===== src/hdl/ryc_pkg.sv =====
// ryc_pkg: word types, codes and fixed-point constants of the rgb to yuv 4:2:0 converter
// no dependencies; every other file but ryc_queue takes its names from here by scope
package ryc_pkg;

   // one input word: a pixel
   typedef struct packed {
      logic [7:0] red;
      logic [7:0] green;
      logic [7:0] blue;
   } pixel_type;

   // one result word
   typedef struct packed {
      logic [7:0] luma;
      logic       chroma_valid;
      logic [7:0] u_average;
      logic [7:0] v_average;
      logic       end_of_frame;
   } result_type;

   // where a pixel sits in the frame, worked out by the front end
   typedef struct packed {
      logic col_odd;
      logic row_odd;
      logic eof;
   } tag_type;

   // configuration register indexes
   localparam int CSR_INDEX_W = 2;
   localparam int CSR_DATA_W  = 11;
   localparam logic [CSR_INDEX_W-1:0] REG_LINE_WIDTH  = 2'd0;
   localparam logic [CSR_INDEX_W-1:0] REG_FRAME_LINES = 2'd1;
   localparam logic [CSR_DATA_W-1:0]  RESET_LINE_WIDTH  = 11'd320;
   localparam logic [CSR_DATA_W-1:0]  RESET_FRAME_LINES = 11'd240;

   // q15 coefficients, signs are applied in the sums
   localparam int PROD_W = 23;
   localparam int ACC_W  = 25;
   localparam logic [14:0] COEF_YR = 15'd9798;
   localparam logic [14:0] COEF_YG = 15'd19235;
   localparam logic [14:0] COEF_YB = 15'd3736;
   localparam logic [14:0] COEF_UR = 15'd4821;
   localparam logic [14:0] COEF_UG = 15'd9465;
   localparam logic [14:0] COEF_UB = 15'd14287;
   localparam logic [14:0] COEF_VR = 15'd20152;
   localparam logic [14:0] COEF_VG = 15'd16875;
   localparam logic [14:0] COEF_VB = 15'd3277;
   localparam logic [ACC_W-1:0] CHROMA_OFFSET = 25'd4194304;

   // floor to a byte: negative gives 0, above 255 gives 255
   function automatic logic [7:0] sat_byte(input logic [ACC_W-1:0] acc);
      logic [8:0] q;
      q = acc[ACC_W-2:15];
      if (acc[ACC_W-1]) begin
         return 8'd0;
      end else if (q[8]) begin
         return 8'd255;
      end else begin
         return q[7:0];
      end
   endfunction

endpackage


===== src/hdl/ryc_front.sv =====
// ryc_front: configuration registers and raster position counters
// tags each accepted pixel with its place in the frame; uses ryc_pkg
module ryc_front #(
   parameter int MAX_WIDTH = 1024,
   parameter int MAX_LINES = 1024,
   parameter int SLOT_W    = 9
) (
   input  logic                              clock,
   input  logic                              reset,
   input  logic                              push,
   input  logic                              cmd_full,
   output logic                              cmd_push,
   output ryc_pkg::tag_type                  cmd_tag,
   output logic [SLOT_W-1:0]                 cmd_slot,
   input  logic                              valid,
   output logic                              ready,
   input  logic [ryc_pkg::CSR_INDEX_W-1:0]   csr_index,
   input  logic [ryc_pkg::CSR_DATA_W-1:0]    csr_data
);

   localparam int CW    = (MAX_WIDTH > 2) ? $clog2(MAX_WIDTH) : 1;
   localparam int RW    = (MAX_LINES > 2) ? $clog2(MAX_LINES) : 1;
   localparam int CMP_W = 14;

   // even value, clamped to 2..maxv
   function automatic logic [ryc_pkg::CSR_DATA_W-1:0] eff_size(
      input logic [ryc_pkg::CSR_DATA_W-1:0] v,
      input int                             maxv
   );
      logic [ryc_pkg::CSR_DATA_W-1:0] e;
      e = {v[ryc_pkg::CSR_DATA_W-1:1], 1'b0};
      if (e < ryc_pkg::CSR_DATA_W'(2)) begin
         e = ryc_pkg::CSR_DATA_W'(2);
      end
      if (int'(e) > maxv) begin
         e = ryc_pkg::CSR_DATA_W'(maxv);
      end
      return e;
   endfunction

   logic [ryc_pkg::CSR_DATA_W-1:0] width_ff, width_in;
   logic [ryc_pkg::CSR_DATA_W-1:0] lines_ff, lines_in;
   logic [CW-1:0]                  col_ff, col_in;
   logic [RW-1:0]                  row_ff, row_in;
   logic                           csr_wr, restart;
   logic                           col_last, row_last;

   assign ready    = 1'b1;
   assign csr_wr   = valid && ready;
   assign cmd_push = push && !cmd_full;

   assign col_last = (CMP_W'(col_ff) + CMP_W'(1)) >= CMP_W'(width_ff);
   assign row_last = (CMP_W'(row_ff) + CMP_W'(1)) >= CMP_W'(lines_ff);

   assign cmd_tag.col_odd = col_ff[0];
   assign cmd_tag.row_odd = row_ff[0];
   assign cmd_tag.eof     = col_last && row_last;
   assign cmd_slot        = SLOT_W'(col_ff >> 1);

   always_comb begin
      width_in = width_ff;
      lines_in = lines_ff;
      restart  = 1'b0;
      if (csr_wr) begin
         unique case (csr_index)
            ryc_pkg::REG_LINE_WIDTH: begin
               width_in = eff_size(csr_data, MAX_WIDTH);
               restart  = 1'b1;
            end
            ryc_pkg::REG_FRAME_LINES: begin
               lines_in = eff_size(csr_data, MAX_LINES);
               restart  = 1'b1;
            end
            default: begin
            end
         endcase
      end
   end

   always_comb begin
      col_in = col_ff;
      row_in = row_ff;
      if (restart) begin
         col_in = '0;
         row_in = '0;
      end else if (cmd_push) begin
         if (col_last) begin
            col_in = '0;
            row_in = row_last ? '0 : row_ff + 1'b1;
         end else begin
            col_in = col_ff + 1'b1;
         end
      end
   end

   always_ff @(posedge clock) begin
      if (reset) begin
         width_ff <= eff_size(ryc_pkg::RESET_LINE_WIDTH, MAX_WIDTH);
         lines_ff <= eff_size(ryc_pkg::RESET_FRAME_LINES, MAX_LINES);
         col_ff   <= '0;
         row_ff   <= '0;
      end else begin
         width_ff <= width_in;
         lines_ff <= lines_in;
         col_ff   <= col_in;
         row_ff   <= row_in;
      end
   end

endmodule


===== config.mk =====
export PLATFORM = sky130hd
export DESIGN_NAME = ryc_front
export DESIGN_NICKNAME = d
export VERILOG_FILES = /design/src/hdl/ryc_pkg.sv /design/src/hdl/ryc_front.sv
export SDC_FILE = /design/constraint.sdc
export NUM_CORES = 1
export LEC_CHECK = 0
export BUFFER_PORTS_ARGS = -buffer_cell sky130_fd_sc_hd__buf_2
export CORE_UTILIZATION = 58
export DETAILED_ROUTE_END_ITERATION = 10
export PLACE_DENSITY = 0.9
export SETUP_SLACK_MARGIN = 0.15
export SKIP_LAST_GASP = 1
export SLEW_MARGIN = 20
export SYNTH_ARGS = -nofsm -noshare
export SYNTH_HDL_FRONTEND = slang
export SYNTH_SLANG_ARGS = --single-unit

===== constraint.sdc =====
create_clock -name clock -period 3.2 [get_ports clock]
set_input_delay 0.48 -clock clock [delete_from_list [all_inputs] [get_ports clock]]
set_output_delay 0.48 -clock clock [all_outputs]
set_load 0.02 [all_outputs]

==> run metrics <==
clk_skew=0.00443 ns; layout cells sized above 1=25.2%; Post-synth EDFFs=0; total power=0.000959 W; Setup TNS=0 ns; worst vdd ir=0.000342 V; CTS tree=done; switch share=25.7%; iteration count of the initial detailed-routing pass=4; crit path DAT=2.58 ns; Worst Setup Start Kind=register; Seq/Total Area, Yosys=32.5%; Max Cap Viol=0; die area=4510 µm²; CP required=2.72 ns; clock sink count=40; Detail Route Antenna Nets=0; Total GRT Usage=27.1%; largest net degree at the start of global routing=23; Final Hold Vio Count=0; R2R Setup Slk=0.30 ns; Yosys reg bits=40; IO Count=32; hold_sp=csr_index[0]; minimum clock period after layout=3.06 ns; Max H-tree Level=2; synth unique cells=43; Vias/cell=5.73; initial antenna violation count=0; post-synthesis net count=347; Gate power share=10.1%; final RePlAce weighted congestion=0.847; R2R depth=12; Cells on Worst Hold Path=3; area leader, netlist=dfxtp_1; Rows=23; power density over the cells=323 nW/µm²; Port-buffer cells=29; Lkg Pwr=1.34 nW; Final setup viols=0; Hold EP=lines_ff[10]; outcome=finished clean; CP endpoint kind=output pin; Clk pin slew, worst setup/hold paths=0.08 ns; Die Span Y=67.2 µm; Hold-fix buffers, CTS=0; synth top area cells=dfxtp_1, ha_1, nor2_1, a21oi_1, inv_1; Max clock buf depth=2; worst-path fanout max=4; Slew @ Worst Pin=0.680 ns; synthesized area=2460 µm²; post-synthesis async set-or-reset flop share=0%; leading cell type by number of instances after synthesis=dfxtp_1; # DRC=0; Setup CP Type=reg2out; Reg-to-Reg End=row_ff[0]; syn avg cell area=8.03 µm²; Max Slew Vio Count=0; Worst-Skew Late Latency=0.29 ns; Post-Syn Instances=307; clk root buf=clkbuf_8; # fillers=313; Synth-to-Final Area Change=20.4%; first-pass GRT wire length=9.21 mm; total congestion overflow=0; Detail Placement HPWL=3.94 mm; Hold Crit Class=in2reg; Initial Util=61.2%; synth warn=0; RSZ-0062 raised after global routing=true; R2R Path Start=row_ff[0]; Most used DFF post-synth=dfxtp_1; Die Width=67.2 µm; DR iter-0 viols=86; Yosys top cell area share=32.5%; commonest cells in the netlist=dfxtp_1, nor2_1, inv_1; routed wire length=5.70 mm; post-layout net count=384; sequential power share=53.0%; portion of total power attributed to the clock network=36.9%; wire per inst=14.4 µm; via count=2265; number of global-route vias before repair=2072; Slew headroom=54.7%; Final period util=95.6%; Ant. Diodes=0; CTS Buf Count=5; maximum operating frequency=0.327 GHz; Sw Pwr=0.000246 W; internal power=0.000713 W; core region area=4030 µm²
## cells in the final DEF (no fill, tap or decap), drive strengths merged, types with 3 or more instances in the layout
master	instances
nor4	4
nor3b	13
xnor2	9
inv	28
dfxtp	40
a31oi	3
ha	22
a22o	9
and3	9
buf	44
nor3	5
a21o	4
nand2	20
nand2b	4
nor2	34
clkbuf	6
nand3	18
a211o	7
a21oi	25
xor2	7
a31o	4
o21ai	11
## power groups by stage
stage / logic (W) / registers [W] / clock network, W
global placement: 0.0000881 / 0.000524 / 0
CTS: 0.0000949 / 0.000511 / 0.000357
floorplan: 0.0000640 / 0.000524 / 0
finish: 0.0000971 / 0.000508 / 0.000354
detailed placement: 0.0000903 / 0.000524 / 0
global route: 0.000108 / 0.000509 / 0.000382
## worst max-delay path, cell delays in order, from the launching register on
cell and delay [ns]:
dfxtp_4 0.36, and4_1 0.22, nand4_1 0.16, inv_2 0.09
and3_4 0.19, xor2_2 0.17, ha_1 0.27, a21o_1 0.19
a21oi_2 0.18, o21ai_2 0.09, nor2_2 0.18, nor2_2 0.05
buf_6 0.13
## stage by stage
step	cell area (µm²)	util (%)	instances	worst slack [ns]	hold slack, ns
global placement	2650	65.8	376	0.240	0.445
detailed placement	2650	65.8	376	0.196	0.451
finish	2970	73.6	395	0.142	0.469
global route	2970	73.6	395	0.0149	0.491
CTS	2890	71.7	391	0.154	0.469
floorplan	2480	-	307	0.164	0.435
## sequential cells by signal (all words and copies together), names as in the netlist
register / cells
row_ff: 10
col_ff: 10
lines_ff: 10
width_ff: 10
## worst max path at each step
stage          startpoint    endpoint  slack, ns  depth (start not counted)
6_report        row_ff[0]  cmd_tag[0]       0.14                         12
5_1_grt         row_ff[0]  cmd_tag[0]       0.01                         12
4_1_cts         col_ff[1]  cmd_tag[0]       0.15                         11
3_5_place_dp    col_ff[1]  cmd_tag[0]       0.20                         11
3_3_place_gp    col_ff[1]  cmd_tag[0]       0.24                         11
2_1_floorplan   col_ff[1]  cmd_tag[0]       0.16                         10
## what timing repair did
item,in CTS,in global routing
pin swaps,6,11
resized for setup,26,13
setup endpoints to repair,1,11
setup buffers,7,4
## logic make-up (layout without fill, tap and decap cells)
| logic type | after synthesis | count (layout) | synth area share [%] |
|---|---|---|---|
| simple gates | 117 | 117 | 24.2 |
| compound gates | 67 | 67 | 18.7 |
| buf+inv | 42 | 80 | 6.80 |
| flops | 40 | 40 | 32.5 |
| fa+ha+maj | 22 | 22 | 11.2 |
| xor+xnor | 16 | 16 | 5.69 |
| mux | 2 | 2 | 0.863 |
| other cells | 1 | 1 | 0.152 |
## layer usage
layer	GRT usage, %	share of wire, %	up-vias
met3	4.90	4.6	11
met1	33.4	44	1045
met5	0	0	-
met2	46.3	50	58
met4	10.9	2.1	0
li1	-	-	1151
## layout make-up
type	instances	area, µm²	share of cell area (%)
Timing Repair Buffer	44	264	8.90
Tap cell	50	62.6	2.11
Multi-Input combinational cell	225	1620	54.5
Inverter	28	105	3.54
Sequential cell	40	825	27.8
Clock buffer	6	82.6	2.78
Clock inverter	2	10.0	0.337
Note: power is estimated with default switching activity, not from simulation.
