`config.mk`:
```
export PLATFORM = sky130hd
export DESIGN_NAME = ryc_queue
export DESIGN_NICKNAME = d
export VERILOG_FILES = /design/src/hdl/ryc_queue.sv
export SDC_FILE = /design/constraint.sdc
export NUM_CORES = 1
export LEC_CHECK = 0
export ABC_AREA = 1
export BUFFER_PORTS_ARGS = -buffer_cell sky130_fd_sc_hd__clkbuf_2
export CAP_MARGIN = 20
export CORE_MARGIN = 2
export CORE_UTILIZATION = 42
export CTS_CLUSTER_DIAMETER = 40
export DETAILED_ROUTE_END_ITERATION = 12
export HOLD_SLACK_MARGIN = 0.06
export SYNTH_ARGS = -nofsm -noshare
export SYNTH_HDL_FRONTEND = slang
export SYNTH_SLANG_ARGS = --single-unit
```
`constraint.sdc`:
```
create_clock -name clock -period 2.3 [get_ports clock]
set_clock_uncertainty 0.15 [all_clocks]
set_input_delay 0.69 -clock clock [delete_from_list [all_inputs] [get_ports clock]]
set_output_delay 0.69 -clock clock [all_outputs]
set_load 0.05 [all_outputs]
```
`src/hdl/ryc_queue.sv`:
```
// ryc_queue: small first-in first-out word queue with a fill level
// generic width; uses no package
module ryc_queue #(
   parameter int WIDTH = 8,
   parameter int DEPTH = 4
) (
   input  logic                       clock,
   input  logic                       reset,
   input  logic                       push,
   input  logic [WIDTH-1:0]           wdata,
   output logic                       full,
   input  logic                       pop,
   output logic [WIDTH-1:0]           rdata,
   output logic                       empty,
   output logic [$clog2(DEPTH):0]     level
);

   localparam int AW = (DEPTH > 1) ? $clog2(DEPTH) : 1;
   localparam int LW = $clog2(DEPTH) + 1;

   logic [WIDTH-1:0] mem_ff [DEPTH];
   logic [AW-1:0]    wr_ptr_ff, wr_ptr_in;
   logic [AW-1:0]    rd_ptr_ff, rd_ptr_in;
   logic [LW-1:0]    level_ff, level_in;
   logic             do_push, do_pop;

   assign full    = (level_ff == LW'(DEPTH));
   assign empty   = (level_ff == '0);
   assign level   = level_ff;
   assign rdata   = mem_ff[rd_ptr_ff];
   assign do_push = push && !full;
   assign do_pop  = pop && !empty;

   always_comb begin
      wr_ptr_in = wr_ptr_ff;
      rd_ptr_in = rd_ptr_ff;
      level_in  = level_ff;
      if (do_push) begin
         wr_ptr_in = (wr_ptr_ff == AW'(DEPTH - 1)) ? '0 : wr_ptr_ff + 1'b1;
      end
      if (do_pop) begin
         rd_ptr_in = (rd_ptr_ff == AW'(DEPTH - 1)) ? '0 : rd_ptr_ff + 1'b1;
      end
      if (do_push && !do_pop) begin
         level_in = level_ff + 1'b1;
      end else if (do_pop && !do_push) begin
         level_in = level_ff - 1'b1;
      end
   end

   always_ff @(posedge clock) begin
      if (reset) begin
         wr_ptr_ff <= '0;
         rd_ptr_ff <= '0;
         level_ff  <= '0;
      end else begin
         wr_ptr_ff <= wr_ptr_in;
         rd_ptr_ff <= rd_ptr_in;
         level_ff  <= level_in;
      end
   end

   always_ff @(posedge clock) begin
      if (do_push) begin
         mem_ff[wr_ptr_ff] <= wdata;
      end
   end

endmodule

```
==> results of run 1 <==
==> placed cells by master (no fill, tap or decap) <==
cell | Yosys | routed
nor2_1 | 33 | 33
inv_1 | 17 | 16
dfxtp_2 | 0 | 2
clkbuf_4 | 0 | 3
o21ai_0 | 13 | 13
o21ai_1 | 1 | 1
nand2_1 | 13 | 13
fa_1 | 1 | 1
xor2_1 | 1 | 1
buf_2 | 0 | 2
clkbuf_2 | 0 | 17
buf_4 | 0 | 9
ha_1 | 6 | 6
inv_4 | 0 | 1
o21ai_2 | 3 | 3
nand2_2 | 1 | 1
clkbuf_1 | 0 | 1
a21oi_1 | 2 | 2
edfxtp_1 | 32 | 32
nand3_1 | 1 | 1
clkinv_2 | 0 | 1
clkbuf_16 | 0 | 1
o22ai_1 | 8 | 8
inv_2 | 1 | 1
dfxtp_1 | 9 | 7
nand3b_1 | 2 | 2
nand4_1 | 1 | 1
clkbuf_8 | 0 | 5
==> layer usage <==
| metal | global-route usage | part of all wire | wire length [microns] |
|---|---|---|---|
| met4 | 0.08418 | 0.021 | 62 |
| met2 | 0.2574 | 0.50 | 1526 |
| met5 | 0 | 0 | 0 |
| met3 | 0.05167 | 0.050 | 151 |
| met1 | 0.1781 | 0.42 | 1282 |
==> state kept, by name, indices dropped and copies added (netlist names), named ones only <==
signal and count:
mem_ff 32, level 3, rd_ptr_ff 2, wr_ptr_ff 2
==> stage by stage <==
stage	setup WS [ns]	instances	hold WS (ns)
finish	0.05755	234	0.3801
global route	-0.01845	234	0.4148
CTS	-0.002765	234	0.3910
detailed placement	0.1200	226	0.3823
global placement	0.1828	226	0.3628
floorplan	0.05403	147	0.3327
==> final cells by class <==
| type | instances | area share |
|---|---|---|
| Sequential cell | 41 | 0.5635 |
| Inverter | 18 | 0.03453 |
| Clock buffer | 7 | 0.04809 |
| Timing Repair Buffer | 31 | 0.09125 |
| Multi-Input combinational cell | 86 | 0.2293 |
| Tap cell | 50 | 0.03083 |
| Clock inverter | 1 | 0.002466 |
==> power groups by stage <==
stage	registers (mW)	clock network, mW	logic, mW
floorplan	1.07	0	0.795
global placement	1.00	0	1.10
detailed placement	1.01	0	1.13
CTS	0.992	0.524	1.15
global route	1.01	0.555	1.27
finish	0.997	0.508	1.15
==> what timing repair did <==
action,CTS,global route
cloned,0,0
setup endpoints to repair,6,8
resized for setup,6,8
pin swaps,0,0
==> critical path, cell delays in order, from the launching register on <==
cell and delay, ns:
dfxtp_2 0.38, buf_4 0.18, o21ai_0 0.11, o22ai_1 0.21, buf_4 0.24
==> logic make-up after synthesis <==
group	count (synthesis)	share of synthesized area
AOI/OAI and AO/OA	27	0.09218
and+or+nand+nor	51	0.1209
DFF	41	0.6726
xor gates and xnor gates	1	0.005163
buffers and inverters	20	0.05309
adders and majority gates	7	0.05605
==> cell usage after synthesis, drive strengths merged, types with 2 or more instances <==
master,instances,area share
dfxtp,9,0.11
nand3b,2,0.0088
a21oi,2,0.0059
o22ai,8,0.029
ha,6,0.044
nor2,33,0.073
edfxtp,32,0.57
o21ai,17,0.057
buf,2,0.013
inv,18,0.040
nand2,14,0.032
==> path summary, 6_finish.rpt <==
path,start,end,cells after the start
min,rd_ptr_ff[1],register,2
min reg2reg,rd_ptr_ff[1],register,2
max,register,rdata[1],4
max reg2reg,level[1],level[1],9
==> flow_metrics.tcl, run 1 <==
set metrics [dict create \
    root_buffer "clkbuf_8" \
    total_power_mw 2.658 \
    multiInputGateArea_sq_um 465.4 \
    die_h_microns 67.56 \
    status "finished clean" \
    vias 1130 \
    cts.sinks 41 \
    gp_congestion 0.6903 \
    fin_nets 202 \
    hold_class "reg2reg" \
    grt_usage 0.1559 \
    syn_inst 147 \
    async_flop_share 0 \
    die_width_microns 67.56 \
    area_growth_pct 19.62 \
    coreArea_sq_um 3943 \
    post_cts_buffers 0 \
    cp_max_fo 9 \
    grt_pass1_vias 1122 \
    dp_hpwl_mm 2.072 \
    hold_buffers 0 \
    drive_gt1_frac 0.2500 \
    antenna_found_initial 0 \
    hold_viol 0 \
    ctsLongestPathBuffers 2 \
    peakVddDrop_v 0.0006935 \
    postSynthAreaPerCell_sq_um 11.54 \
    netSwitchingPower_mw 1.135 \
    grt_pass1_wl_mm 4.947 \
    synth-edff-count 32 \
    p_comb_frac 0.434 \
    wl_per_cell_microns 12.91 \
    syn_nets 166 \
    worstMarginPinSlew_ns 0.2778 \
    startpoint_type "register" \
    end_kind "output port" \
    path_class "reg2out" \
    vias_per_cell 4.829 \
    rsz0062_at_grt "yes" \
    worst_ep_required_time_ns 1.46 \
    io_buffers 24 \
    rrSetupSlack_ns 0.28 \
    seqPwrFrac 0.375 \
    fin_area_sq_um 2029 \
    n_antenna_cell 0 \
    htree_levels 2 \
    min_period_over_period 0.9750 \
    placed_cell_area_sq_um 1909 \
    setup_tns_ns 0 \
    ys_seq_area_frac 0.6726 \
    dr.pass1.iters 4 \
    ios 25 \
    power.share.clock 0.191 \
    worstPathArrival_ns 1.40 \
    cap_viol_max_count 0 \
    max_freq_ghz 0.4459 \
    total_leakage_power_nw 0.8430 \
    rows 23 \
    drt-total-wl_mm 3.022 \
    fin_util 0.5148 \
    numCtsBuffers 5 \
    path_clk_slew_ns 0.07 \
    drtIter0Drc 68 \
    setup_viol 0 \
    grt-ovfl-total 0 \
    synthFlopType "edfxtp_1" \
    synth_area_sq_um 1697 \
    swShare 0.4270 \
    intPower_mw 1.523 \
    slew_headroom 0.8156 \
    ant_nets 0 \
    ys_ff_latch 41 \
    route.detailed.drc 0 \
    cts_tree "built" \
    pwr_density_cell_nw_per_um2 1310 \
    n_fill_cell 353 \
    start_util 0.4303 \
    synthDistinctLibCells 19 \
    seq_area_sq_um 1144 \
    grt_max_degree 17 \
    slew_viol_final 0 \
    die-area_sq_um 4564 \
    final.min_clock_period_ns 2.242 \
    insertion_delay_ns 0.29 \
    synth_warnings 0 \
]
No activity file was read; power rests on OpenSTA's default activity.
==> run 2, diff against run 1 <==
--- a/config.mk
+++ b/config.mk
@@ -8,7 +8,7 @@
 export ABC_AREA = 1
 export BUFFER_PORTS_ARGS = -buffer_cell sky130_fd_sc_hd__clkbuf_2
 export CAP_MARGIN = 20
-export CORE_MARGIN = 2
+export CORE_MARGIN = 5
 export CORE_UTILIZATION = 42
 export CTS_CLUSTER_DIAMETER = 40
 export DETAILED_ROUTE_END_ITERATION = 12
==> run 2 against run 1 <==
Core utilization is 0.38 points higher. First-iteration DRC count is 15% higher. Register-to-register slack worse by 0.06 ns. Sequential share of layout area is 0.88 points lower. Sequential power hardly changed. Critical path type unchanged. Non-clock buffer count stayed put. Clock power is 31% higher. Routed wire length is 4.1% higher. Highest routed layer unchanged. Largest cell class unchanged. Cell area is 1.5% higher.
==> flow_metrics.tcl, run 2 (synthesis gave the netlist of run 1 again) <==
set metrics [dict create \
    seq_area_sq_um 1142 \
    cts.sinks 41 \
    p_comb_frac 0.415 \
    numCtsBuffers 5 \
    insertion_delay_ns 0.28 \
    worstPathArrival_ns 1.39 \
    multiInputGateArea_sq_um 465.4 \
    hold_depth 2 \
    mostFrequentLayoutCell "nor2_1" \
    grt_pass1_vias 1177 \
    io_buffers 24 \
    r2r-start "level[0]" \
    grt_max_degree 17 \
    cap_viol_max_count 0 \
    gp_congestion 0.7048 \
    n_antenna_cell 0 \
    vias_per_cell 4.902 \
    n_fill_cell 366 \
    final.min_clock_period_ns 2.231 \
    die-area_sq_um 5410 \
    ant_nets 0 \
    largest_reg_flops 32 \
    min_period_over_period 0.9698 \
    rows 23 \
    slew_headroom 0.7326 \
    regToRegEndpoint "level[2]" \
    worst_slack_ns 0.06947 \
    total_leakage_power_nw 0.8576 \
    fin_nets 202 \
    dr.pass1.iters 4 \
    grt_usage 0.1294 \
    swShare 0.4064 \
    hp-start "rd_ptr_ff[1]" \
    die_width_microns 73.56 \
    fin_area_sq_um 2059 \
    setup_viol 0 \
    cts_tree "built" \
    intPower_mw 1.680 \
    drt-total-wl_mm 3.145 \
    dp_hpwl_mm 2.278 \
    hold_class "reg2reg" \
    worstMarginPinSlew_ns 0.3996 \
    vias 1147 \
    grt-ovfl-total 0 \
    timing.hold.ws_ns 0.4011 \
    slew_viol_final 0 \
    power.share.clock 0.234 \
    path_class "reg2out" \
    hold_viol 0 \
    drive_gt1_frac 0.2500 \
    layout_common_cells "33 x nor2_1, 32 x edfxtp_1, 17 x clkbuf_2" \
    route.detailed.drc 0 \
    coreArea_sq_um 3971 \
    seqPwrFrac 0.351 \
    status "finished clean" \
    start_util 0.4272 \
    wl_per_cell_microns 13.44 \
    largest-register "mem_ff" \
    grt_pass1_wl_mm 5.112 \
    peakVddDrop_v 0.0006786 \
    antenna_found_initial 0 \
    path_clk_slew_ns 0.07 \
    r2r_cells 12 \
    netSwitchingPower_mw 1.150 \
    area_growth_pct 21.39 \
    worst_ep_required_time_ns 1.46 \
    root_buffer "clkbuf_8" \
    hold_buffers 0 \
    ios 25 \
    ctsLongestPathBuffers 2 \
    place_ws_ns 0.09844 \
    htree_levels 2 \
    cp_max_fo 8 \
    pwr_density_cell_nw_per_um2 1374 \
    die_h_microns 73.56 \
    max_freq_ghz 0.4483 \
    rrSetupSlack_ns 0.22 \
    end_kind "output port" \
    drtIter0Drc 78 \
    startpoint_type "register" \
    placed_cell_area_sq_um 1909 \
]
## run 2: cell types whose count changed in the layout (fill, tap and decap cells not counted), sizes merged
cell    previous run  this run
bufinv             0         2
buf               11        12
clkbuf            27        24
## run 2: repair_timing
| item | CTS | global route |
|---|---|---|
| setup endpoints to repair | 6 | 8 |
| buffers inserted | 0 | 0 |
| pin swaps | 0 | 0 |
| gates resized for setup | 4 | 11 |
## run 2: power groups by stage
| stage | clock (mW) | combinational (mW) | sequential (mW) |
|---|---|---|---|
| 2_1_floorplan | 0 | 0.795 | 1.07 |
| 6_report | 0.663 | 1.17 | 0.994 |
| 3_3_place_gp | 0 | 1.11 | 1.00 |
| 3_5_place_dp | 0 | 1.15 | 1.01 |
| 4_1_cts | 0.682 | 1.17 | 0.990 |
| 5_1_grt | 0.709 | 1.27 | 1.01 |
## run 2: cell type report
| cell class | instances | share of cell area |
|---|---|---|
| inverters | 18 | 0.03402 |
| well taps | 50 | 0.03038 |
| repair buffers | 31 | 0.08991 |
| flip-flops and latches | 41 | 0.5547 |
| clock inverters | 3 | 0.03159 |
| clock buffers | 5 | 0.03341 |
| multi-input cells | 86 | 0.2260 |
## run 2: worst max path at each step
stage | start | endpoint | slack, ns | depth (start not counted)
3_5_place_dp | push | level[2] | 0.1 | 11
4_1_cts | register | rdata[6] | 0.03 | 4
6_report | register | rdata[1] | 0.07 | 4
5_1_grt | register | rdata[7] | -0.0002 | 4
2_1_floorplan | register | rdata[6] | 0.05 | 3
3_3_place_gp | push | level[1] | 0.18 | 8
## run 2: layer usage
metal / vias up / GRT usage / share of wire
li1: 574 / - / -
met1: 545 / 0.1261 / 0.42
met2: 26 / 0.2362 / 0.52
met3: 2 / 0.05472 / 0.052
met4: 0 / 0.05433 / 0.0086
met5: - / 0 / 0
## run 2: worst max-delay path, stage by stage (launching register included)
cell and delay (ns):
dfxtp_1 0.40, buf_4 0.18, o21ai_0 0.10, o22ai_1 0.15, buf_2 0.28
## run 2: per-stage QoR
step,total power [mW],setup TNS [ns],std cells,util
after floorplan,1.862,0,147,-
after global placement,2.107,0,226,0.4808
after detailed placement,2.155,0,226,0.4808
after CTS,2.840,0,234,0.5164
after global routing,2.985,-0.0002177,234,0.5186
final,2.830,0,234,0.5186
==> run 3, diff against run 2 <==
--- a/config.mk
+++ b/config.mk
@@ -13,6 +13,7 @@
 export CTS_CLUSTER_DIAMETER = 40
 export DETAILED_ROUTE_END_ITERATION = 12
 export HOLD_SLACK_MARGIN = 0.06
+export RECOVER_POWER = 50
 export SYNTH_ARGS = -nofsm -noshare
 export SYNTH_HDL_FRONTEND = slang
 export SYNTH_SLANG_ARGS = --single-unit
==> run 3 against run 2 <==
Cell count stayed put. Non-clock buffer count stayed put. Core utilization is 0.35 points lower. Maximum frequency hardly changed. Critical path type unchanged. Largest cell class unchanged.
==> flow_metrics.tcl, run 3 (synthesis gave the netlist of run 1 again) <==
set metrics [dict create \
    grt-ovfl-total 0 \
    root_buffer "clkbuf_8" \
    htree_levels 2 \
    seq_area_sq_um 1142 \
    worst_slack_ns 0.06940 \
    startpoint_type "register" \
    fin_area_sq_um 2046 \
    setup_viol 0 \
    die_width_microns 73.56 \
    coreArea_sq_um 3971 \
    n_antenna_cell 0 \
    wl_per_cell_microns 13.47 \
    worstMarginPinSlew_ns 0.5060 \
    final.min_clock_period_ns 2.231 \
    end_kind "output port" \
    area_growth_pct 20.58 \
    placed_cell_area_sq_um 1909 \
    ant_nets 0 \
    largest_reg_flops 32 \
    fin_nets 202 \
    path_class "reg2out" \
    max_freq_ghz 0.4483 \
    slew_headroom 0.6626 \
    path_clk_slew_ns 0.07 \
    vias_per_cell 4.872 \
    r2r_cells 12 \
    mostFrequentLayoutCell "nor2_1" \
    die-area_sq_um 5410 \
    multiInputGateArea_sq_um 465.4 \
    place_ws_ns 0.09844 \
    gp_congestion 0.7048 \
    post_cts_buffers 0 \
    pwr_density_cell_nw_per_um2 1382 \
    ctsLongestPathBuffers 2 \
    slew_viol_final 0 \
    drt-total-wl_mm 3.151 \
    start_util 0.4272 \
    grt_pass1_vias 1177 \
    hold_depth 2 \
    largest-register "mem_ff" \
    drive_gt1_frac 0.2011 \
    rows 23 \
    antenna_found_initial 0 \
    io_buffers 24 \
    insertion_delay_ns 0.28 \
    route.detailed.drc 0 \
    grt_usage 0.1294 \
    worstPathArrival_ns 1.39 \
    total_leakage_power_nw 0.8296 \
    status "finished clean" \
    n_fill_cell 369 \
    cp_max_fo 8 \
    peakVddDrop_v 0.0006778 \
    dp_hpwl_mm 2.278 \
    die_h_microns 73.56 \
    worst_ep_required_time_ns 1.46 \
    grt_pass1_wl_mm 5.112 \
    hold_viol 0 \
    hold_class "reg2reg" \
    vias 1140 \
    cap_viol_max_count 0 \
    ios 25 \
    numCtsBuffers 5 \
    cts.sinks 41 \
    layout_common_cells "33 x nor2_1, 32 x edfxtp_1, 16 x inv_1" \
    min_period_over_period 0.9698 \
    dr.pass1.iters 4 \
    grt_max_degree 17 \
    drtIter0Drc 90 \
    cts_tree "built" \
]
==> run 3: changes by cell type in the layout (fill, tap and decap cells not counted), sizes merged <==
cell / delta
clkbuf: +1
buf: -1
==> run 3: through the flow <==
step	hold WS (ns)	util	power [mW]	instances	setup TNS, ns
2_1_floorplan	0.3327	-	1.862	147	0
3_3_place_gp	0.3630	0.4808	2.107	226	0
4_1_cts	0.4030	0.5164	2.840	234	0
3_5_place_dp	0.3926	0.4808	2.155	226	0
5_1_grt	0.4049	0.5151	2.982	234	-0.0002177
6_report	0.4011	0.5151	2.827	234	0
==> run 3: worst paths after layout <==
kind	from	endpoint	slack [ns]
worst max-delay path	register	rdata[1]	0.07
worst min-delay path	rd_ptr_ff[1]	register	0.40
worst max register to register	level[0]	level[2]	0.23
worst min register to register	rd_ptr_ff[1]	register	0.40
==> run 3: worst max-delay path, stage by stage (launching register included) <==
cell,delay (ns)
dfxtp_1,0.40
buf_4,0.18
o21ai_0,0.10
o22ai_1,0.15
buf_2,0.28
==> run 3: repair_timing <==
action                                  in CTS  in global routing
gates resized for setup                      4                 11
endpoints found under the setup margin       6                  8
hold buffers                                 0                  0
gates cloned                                 0                  0
==> run 3: area by class of cell <==
type	instances	share of cell area
sequential	41	0.5584
multi-input combinational	86	0.2275
timing repair buffer	31	0.08379
inverter	18	0.03425
clock buffer	5	0.03364
clock inverter	3	0.03180
tap	50	0.03058
==> run 3: power breakdown <==
part / internal, mW / leakage [nW] / switching [mW]
Combinational: 0.327 / 0.393 / 0.844
Sequential: 0.920 / 0.368 / 0.0745
Clock: 0.431 / 0.0681 / 0.232
==> run 3: routing by layer <==
layer | GRT usage | routed length [microns] | vias to the layer above
li1 | - | - | 573
met1 | 0.1261 | 1334 | 544
met2 | 0.2362 | 1635 | 21
met3 | 0.05472 | 154 | 2
met4 | 0.05433 | 27 | 0
met5 | 0 | 0 | -
